## src/sv/imfd_pkg.sv

```systemverilog
package imfd_pkg;

    localparam int SIG_COUNT  = 8;
    localparam int SIG_SLOTS  = 16;
    localparam int POS_W      = 8;
    localparam int CODE_W     = 3;

    localparam logic [POS_W-1:0] DICOM_PREFIX = 8'd128;
    localparam logic [POS_W-1:0] DICOM_END    = 8'd132;

    localparam logic [CODE_W-1:0] CODE_UNKNOWN = 3'd0;
    localparam logic [CODE_W-1:0] CODE_JPEG    = 3'd1;
    localparam logic [CODE_W-1:0] CODE_J2K     = 3'd2;
    localparam logic [CODE_W-1:0] CODE_PNG     = 3'd3;
    localparam logic [CODE_W-1:0] CODE_TIFF    = 3'd4;
    localparam logic [CODE_W-1:0] CODE_DICOM   = 3'd5;

    // Signature order: jpeg, j2k codestream, jp2 box, png,
    // tiff BE, tiff LE, bigtiff BE, bigtiff LE.
    localparam logic [3:0] SIG_LEN [SIG_COUNT] = '{
        4'd3, 4'd4, 4'd12, 4'd8, 4'd4, 4'd4, 4'd8, 4'd8
    };

    localparam logic [7:0] SIG_BYTES [SIG_COUNT][SIG_SLOTS] = '{
        '{8'hFF, 8'hD8, 8'hFF, 8'h00, 8'h00, 8'h00, 8'h00, 8'h00,
          8'h00, 8'h00, 8'h00, 8'h00, 8'h00, 8'h00, 8'h00, 8'h00},
        '{8'hFF, 8'h4F, 8'hFF, 8'h51, 8'h00, 8'h00, 8'h00, 8'h00,
          8'h00, 8'h00, 8'h00, 8'h00, 8'h00, 8'h00, 8'h00, 8'h00},
        '{8'h00, 8'h00, 8'h00, 8'h0C, 8'h6A, 8'h50, 8'h20, 8'h20,
          8'h0D, 8'h0A, 8'h87, 8'h0A, 8'h00, 8'h00, 8'h00, 8'h00},
        '{8'h89, 8'h50, 8'h4E, 8'h47, 8'h0D, 8'h0A, 8'h1A, 8'h0A,
          8'h00, 8'h00, 8'h00, 8'h00, 8'h00, 8'h00, 8'h00, 8'h00},
        '{8'h4D, 8'h4D, 8'h00, 8'h2A, 8'h00, 8'h00, 8'h00, 8'h00,
          8'h00, 8'h00, 8'h00, 8'h00, 8'h00, 8'h00, 8'h00, 8'h00},
        '{8'h49, 8'h49, 8'h2A, 8'h00, 8'h00, 8'h00, 8'h00, 8'h00,
          8'h00, 8'h00, 8'h00, 8'h00, 8'h00, 8'h00, 8'h00, 8'h00},
        '{8'h4D, 8'h4D, 8'h00, 8'h2B, 8'h00, 8'h08, 8'h00, 8'h00,
          8'h00, 8'h00, 8'h00, 8'h00, 8'h00, 8'h00, 8'h00, 8'h00},
        '{8'h49, 8'h49, 8'h2B, 8'h00, 8'h08, 8'h00, 8'h00, 8'h00,
          8'h00, 8'h00, 8'h00, 8'h00, 8'h00, 8'h00, 8'h00, 8'h00}
    };

    // "DICM"
    localparam logic [7:0] DICM_TAG [4] = '{8'h44, 8'h49, 8'h43, 8'h4D};

endpackage

```

## src/sv/imfd_in_if.sv

```systemverilog
interface imfd_in_if;
    logic       valid;
    logic       ready;
    logic [7:0] byte_value;
    logic       last_byte;

    modport source (output valid, output byte_value, output last_byte, input ready);
    modport sink   (input valid, input byte_value, input last_byte, output ready);
endinterface

```

## src/sv/imfd_out_if.sv

```systemverilog
interface imfd_out_if;
    logic                          valid;
    logic                          ready;
    logic [imfd_pkg::CODE_W-1:0]   format_code;

    modport source (output valid, output format_code, input ready);
    modport sink   (input valid, input format_code, output ready);
endinterface

```

## src/sv/image_format_magic_detector.sv

```systemverilog
// Image format detector: feed the leading bytes of a file, one request per
// byte from offset zero, with last_byte set on the final one. On that byte the
// block returns one format code (0 unknown, 1 JPEG, 2 JPEG 2000, 3 PNG,
// 4 TIFF/BigTIFF, 5 DICOM), picked in that priority order; other bytes give no
// result. A signature counts only if the stream is at least as long as it;
// DICOM needs 128 zero bytes followed by "DICM". Bytes past offset 131 are
// ignored. After the marked byte the block starts over on a new stream. One
// byte is taken every cycle while the result side keeps up; a result held by
// the sink stalls the input until it drains. A request passes through the
// input register, then the match logic, and then the result register.
module image_format_magic_detector (
    input  logic            i_clk,
    input  logic            i_rst_n,
    imfd_in_if.sink         i_req,
    imfd_out_if.source      o_res
);

    // Input register.
    logic                                 r_in_valid;
    logic [7:0]                           r_in_byte;
    logic                                 r_in_last;

    // Stream tracking state.
    logic [imfd_pkg::POS_W-1:0]           r_pos;
    logic [imfd_pkg::SIG_COUNT-1:0]       r_alive;
    logic                                 r_zero;
    logic                                 r_dicm;

    // Result register.
    logic                                 r_out_valid;
    logic [imfd_pkg::CODE_W-1:0]          r_code;

    logic [imfd_pkg::POS_W-1:0]           n_pos;
    logic [imfd_pkg::SIG_COUNT-1:0]       n_alive;
    logic                                 n_zero;
    logic                                 n_dicm;
    logic [imfd_pkg::CODE_W-1:0]          n_code;
    logic [imfd_pkg::SIG_COUNT-1:0]       w_counts;
    logic                                 w_adv;

    // Advance the match stage whenever the result register is free or drains.
    assign w_adv       = !r_out_valid || o_res.ready;
    assign i_req.ready = !r_in_valid || w_adv;

    assign o_res.valid       = r_out_valid;
    assign o_res.format_code = r_code;

    // Match logic: update flags with the held byte, then pick the code from
    // the updated flags and length.
    always_comb begin
        n_pos   = r_pos;
        n_alive = r_alive;
        n_zero  = r_zero;
        n_dicm  = r_dicm;
        if (r_pos < imfd_pkg::DICOM_END) begin
            for (int k = 0; k < imfd_pkg::SIG_COUNT; k++) begin
                if ((r_pos < {4'd0, imfd_pkg::SIG_LEN[k]})
                        && (r_in_byte != imfd_pkg::SIG_BYTES[k][r_pos[3:0]])) begin
                    n_alive[k] = 1'b0;
                end
            end
            if (r_pos < imfd_pkg::DICOM_PREFIX) begin
                if (r_in_byte != 8'd0) begin
                    n_zero = 1'b0;
                end
            end else if (r_in_byte != imfd_pkg::DICM_TAG[r_pos[1:0]]) begin
                n_dicm = 1'b0;
            end
            n_pos = r_pos + 8'd1;
        end

        for (int k = 0; k < imfd_pkg::SIG_COUNT; k++) begin
            w_counts[k] = n_alive[k] && (n_pos >= {4'd0, imfd_pkg::SIG_LEN[k]});
        end

        if (w_counts[0]) begin
            n_code = imfd_pkg::CODE_JPEG;
        end else if (w_counts[1] || w_counts[2]) begin
            n_code = imfd_pkg::CODE_J2K;
        end else if (w_counts[3]) begin
            n_code = imfd_pkg::CODE_PNG;
        end else if (|w_counts[7:4]) begin
            n_code = imfd_pkg::CODE_TIFF;
        end else if ((n_pos >= imfd_pkg::DICOM_END) && n_zero && n_dicm) begin
            n_code = imfd_pkg::CODE_DICOM;
        end else begin
            n_code = imfd_pkg::CODE_UNKNOWN;
        end
    end

    // Control and state registers.
    always_ff @(posedge i_clk) begin
        if (!i_rst_n) begin
            r_in_valid  <= 1'b0;
            r_out_valid <= 1'b0;
            r_pos       <= '0;
            r_alive     <= '1;
            r_zero      <= 1'b1;
            r_dicm      <= 1'b1;
        end else begin
            if (i_req.ready) begin
                r_in_valid <= i_req.valid;
            end
            if (w_adv) begin
                r_out_valid <= r_in_valid && r_in_last;
                if (r_in_valid) begin
                    if (r_in_last) begin
                        // Stream done: start over for the next one.
                        r_pos   <= '0;
                        r_alive <= '1;
                        r_zero  <= 1'b1;
                        r_dicm  <= 1'b1;
                    end else begin
                        r_pos   <= n_pos;
                        r_alive <= n_alive;
                        r_zero  <= n_zero;
                        r_dicm  <= n_dicm;
                    end
                end
            end
        end
    end

    // Payload registers.
    always_ff @(posedge i_clk) begin
        if (i_req.ready && i_req.valid) begin
            r_in_byte <= i_req.byte_value;
            r_in_last <= i_req.last_byte;
        end
        if (w_adv && r_in_valid && r_in_last) begin
            r_code <= n_code;
        end
    end

endmodule
```

## src/flat_wrapper.sv

```systemverilog
// flat-port wrapper written by rule: the top's interface ports become plain ports
module image_format_magic_detector_flat 
  (i_clk, i_rst_n, i_req_valid, i_req_byte_value, i_req_last_byte, i_req_ready, o_res_valid, o_res_format_code, o_res_ready);
  imfd_in_if i_req_i ();
  imfd_out_if o_res_i ();
  input  logic i_clk;
  input  logic i_rst_n;
  input wire logic [$bits(i_req_i.valid)-1:0] i_req_valid;
  input wire logic [$bits(i_req_i.byte_value)-1:0] i_req_byte_value;
  input wire logic [$bits(i_req_i.last_byte)-1:0] i_req_last_byte;
  output wire logic [$bits(i_req_i.ready)-1:0] i_req_ready;
  output wire logic [$bits(o_res_i.valid)-1:0] o_res_valid;
  output wire logic [$bits(o_res_i.format_code)-1:0] o_res_format_code;
  input wire logic [$bits(o_res_i.ready)-1:0] o_res_ready;
  assign i_req_i.valid = i_req_valid;
  assign i_req_i.byte_value = i_req_byte_value;
  assign i_req_i.last_byte = i_req_last_byte;
  assign i_req_ready = i_req_i.ready;
  assign o_res_valid = o_res_i.valid;
  assign o_res_format_code = o_res_i.format_code;
  assign o_res_i.ready = o_res_ready;
  image_format_magic_detector u_core (.i_clk(i_clk), .i_rst_n(i_rst_n), .i_req(i_req_i), .o_res(o_res_i));
endmodule
```

## config.mk

```make
export PLATFORM = sky130hd
export DESIGN_NAME = image_format_magic_detector_flat
export DESIGN_NICKNAME = d
export VERILOG_FILES = /design/src/sv/imfd_pkg.sv /design/src/sv/imfd_in_if.sv /design/src/sv/imfd_out_if.sv /design/src/sv/image_format_magic_detector.sv /design/src/flat_wrapper.sv
export SDC_FILE = /design/constraint.sdc
export NUM_CORES = 1
export LEC_CHECK = 0
export BUFFER_PORTS_ARGS = -buffer_cell sky130_fd_sc_hd__buf_4
export CAP_MARGIN = 20
export CORE_MARGIN = 4
export CORE_UTILIZATION = 53
export DETAILED_ROUTE_END_ITERATION = 12
export HOLD_SLACK_MARGIN = 0.06
export PLACE_DENSITY = 0.71
export SETUP_SLACK_MARGIN = 0.02
export SLEW_MARGIN = 10
export SYNTH_ARGS = -nofsm -noshare
export SYNTH_HDL_FRONTEND = slang
export SYNTH_SLANG_ARGS = --single-unit
```

## constraint.sdc

```tcl
create_clock -name i_clk -period 3.3 [get_ports i_clk]
set_input_delay 0.33 -clock i_clk [delete_from_list [all_inputs] [get_ports i_clk]]
set_output_delay 0.33 -clock i_clk [all_outputs]
set_load 0.005 [all_outputs]
```

==> impl_results.md <==
* Status: complete, no violations
* Max Fclk at 334 MHz
* Port Buffers at 17
* Max-Slew Margin vs Limit at 0.545
* Placer Congestion at 0.952
* Initial Util at 0.559
* Mapped Cells at approximately 340
* Synth Flop Type: dfxtp_1
* Peak supply drop at 0.313 mV
* Share of cells above drive strength 1 at 0.115
* Share of flip-flops with an asynchronous set or reset at 0
* Area delta synth->final at 8.16%
* Crit Path Category: flip-flop to flip-flop
* CTS Buffer Depth at 2
* Number of flops mapped to enable cells by yosys at 12
* Crit Reg-Reg Startpoint: u_core.r_pos[1]$_SDFFE_PN0P_
* CTS tree: done
* DRT antenna net count at 0
* Yosys warning count at 0
* Setup slack, reg-to-reg at a little over 300 ps
* Dpl hpwl at 4.94 mm
* First-pass GRT wire length at 11.7 mm
* 1st-pass router iterations at 5
* FP Rows at 25
* Worst Path Arrival at 3050 ps
* Initial antenna violation count at 0
* Post-Syn Area at 2710 um^2
* Total negative slack at 0 ps
* Crit end category: flip-flop
* CORE AREA at 4850 um^2
* Tightest Pin Transition at 681 ps
* Final setup vio count at 0
* Startpoint types: flip-flop
* Worst r2r path cells at 10
* Sequential cell area fraction in the yosys report at 0.280
* Max cap viols at 0
* Required time worst endpoint at 3360 ps
* CP Max Fanout at 15
* Worst hold path class: input pin to flip-flop
* Grt total ovfl at 0
* Power per Cell Area at 311 nW/um^2
* Fin crit share at 0.907
* Leak at ~1.1 nW
* Nets at 360
* Post-CTS Hold Buffers at 0
* Clock period minus worst slack at 2990 ps
* Final Hold Viols at 0
* DR iter-0 viols at between 150 and 200
* Clock transition at path regs at 80 ps
* RSZ-0062 raised after global routing: no
* Htree depth at 2
* Synth cell types at 70
* R2R Path End: u_core.o_res.format_code[2]$_SDFFCE_PP0P_
* Crit path from: u_core.r_pos[1]$_SDFFE_PN0P_
* Boundary pin count at 18
* Largest net degree at the start of global routing at 35
* Setup Fix Bufs, Post-CTS at 0
* DRC violations left at 0
* Clk root buf: clkbuf_8
* Crit path to: u_core.o_res.format_code[2]$_SDFFCE_PP0P_
* Vias in the first global route at 2,411
* Average size of a mapped cell at 8.00 um^2
* Hold WS at 214 ps
* Via density at 6.14
* Clk_skew at 14.0 ps
* Worst skew pair latency at 300 ps
* Post-CTS resize count at 0
* Antenna Cells at 0
* Seq cells post-synth at 32
* Die area at between 6000 and 7000 um^2
* Mapped Nets at around 360
* Clock sink count at 32
* Vias at 2,492
* Number of CTS-inserted buffers at 5
* Die Width at 79.5 um
* Wire per inst at around 16 um
* Post-Route WL at 6.65 mm
* GRT Util Overall at 0.235
* Slew Viols, Final at 0
* Die Span Y at 79.5 um
-- flip-flops by register name, indices dropped and copies added (netlist names), 3 cells and up --
signal	cells
u_core.o_res.format_code	3
u_core.r_alive	8
u_core.r_in_byte	8
u_core.r_pos	8
-- where the power goes --
| part | total [mW] | switching [mW] | internal [mW] |
|---|---|---|---|
| logic | 0.113 | 0.0581 | 0.0549 |
| registers | 0.455 | 0.0274 | 0.427 |
| clock network | 0.346 | 0.153 | 0.193 |
-- final cells by class --
class	instances	area, um^2
fillers	451	1910
multi-input cells	266	1780
flip-flops and latches	32	762
repair buffers	22	165
clock buffers	6	93.8
well taps	67	83.8
inverters	11	41.3
clock inverters	2	12.5
-- kinds of logic (layout without fill, tap and decap cells) --
| group | Yosys count | count (layout) | synth area share |
|---|---|---|---|
| AND/OR/NAND/NOR | 146 | 146 | 0.309 |
| AO/OA/AOI/OAI | 89 | 89 | 0.231 |
| buffers and inverters | 41 | 41 | 0.0650 |
| flip-flops | 32 | 32 | 0.280 |
| XOR/XNOR | 17 | 17 | 0.0549 |
| adder cells (fa/ha/maj) | 9 | 9 | 0.0415 |
| multiplexers | 5 | 5 | 0.0189 |
-- cells in the mapped netlist (all sizes together) (4+ instances only) --
cell type   n  area [um^2]
or3         6         42.5
nor2b      11         68.8
a21oi      10         53.8
nand4       7         43.8
a22oi       4         30.0
o31ai       6         50.1
a32oi       5         43.8
dfxtp      20          400
nor4b       5         43.8
ha          9          113
xor2        6         52.6
buf        14         75.1
nand3       9         45.0
clkbuf     16         60.1
edfxtp     12          360
o21ai      24          124
xnor2      11         96.3
nand4b      4         35.0
mux2i       4         40.0
a21boi      4         30.0
nor2       25         93.8
nor3        9         45.0
o211ai      6         45.0
nor3b       4         35.0
nand2      26         97.6
inv        11         41.3
nand2b     10         62.6
and2        8         50.1
-- cells in the final DEF (no fill, tap or decap), types with 7 or more instances in the layout --
| cell type | netlist | final |
|---|---|---|
| a21oi_1 | 9 | 9 |
| and2_1 | 8 | 8 |
| buf_4 | 0 | 22 |
| dfxtp_1 | 20 | 19 |
| edfxtp_1 | 12 | 12 |
| ha_1 | 9 | 9 |
| inv_1 | 11 | 11 |
| nand2_1 | 26 | 26 |
| nand2b_1 | 10 | 10 |
| nand3_1 | 9 | 9 |
| nand4_1 | 7 | 7 |
| nor2_1 | 25 | 25 |
| nor2b_1 | 11 | 11 |
| nor3_1 | 9 | 9 |
| o21ai_0 | 20 | 20 |
| xnor2_1 | 11 | 11 |
-- metal layers --
layer	up-vias	track usage	share of wire	routed length (um)
li1	1237	-	-	-
met1	1162	0.312	0.46	3040
met2	81	0.363	0.45	3020
met3	12	0.0609	0.063	421
met4	0	0.0945	0.025	164
met5	-	0	0	0
-- per-stage QoR --
stage | total power, mW | std cells | setup WS [ps] | area [um^2] | util
after floorplan | 0.538 | 339 | 474 | 2710 | -
after CTS | 0.923 | 406 | 180 | 2930 | 0.605
final | 0.914 | 406 | 306 | 2930 | 0.605
after global placement | 0.573 | 398 | 388 | 2830 | 0.583
after global routing | 0.964 | 406 | 160 | 2930 | 0.605
after detailed placement | 0.575 | 398 | 192 | 2830 | 0.583
-- critical path: stages, from the launching register on --
cell and delay, ps:
dfxtp_2 480, ha_1 250, inv_1 50, ha_1 280, nor2b_1 210, or4_1 450, a221oi_1 460, o21a_1 200
o21ai_1 90, a21o_1 180, o2111a_1 120
-- worst min-delay path by stage --
stage / start / endpoint / slack (ps) / cells past startpoint
after floorplan: u_core.r_alive[7]$_SDFFE_PN1P_ / u_core.r_alive[7]$_SDFFE_PN1P_ / 420 / 2
after global placement: u_core.r_alive[7]$_SDFFE_PN1P_ / u_core.r_alive[7]$_SDFFE_PN1P_ / 430 / 2
after detailed placement: u_core.r_alive[7]$_SDFFE_PN1P_ / u_core.r_alive[7]$_SDFFE_PN1P_ / 450 / 2
after CTS: i_req_byte_value[7] / u_core.r_in_byte[7]$_DFFE_PP_ / 200 / 1
after global routing: i_req_byte_value[7] / u_core.r_in_byte[7]$_DFFE_PP_ / 190 / 1
final: i_req_byte_value[7] / u_core.r_in_byte[7]$_DFFE_PP_ / 210 / 1
Note: power is estimated with default switching activity, not from simulation.
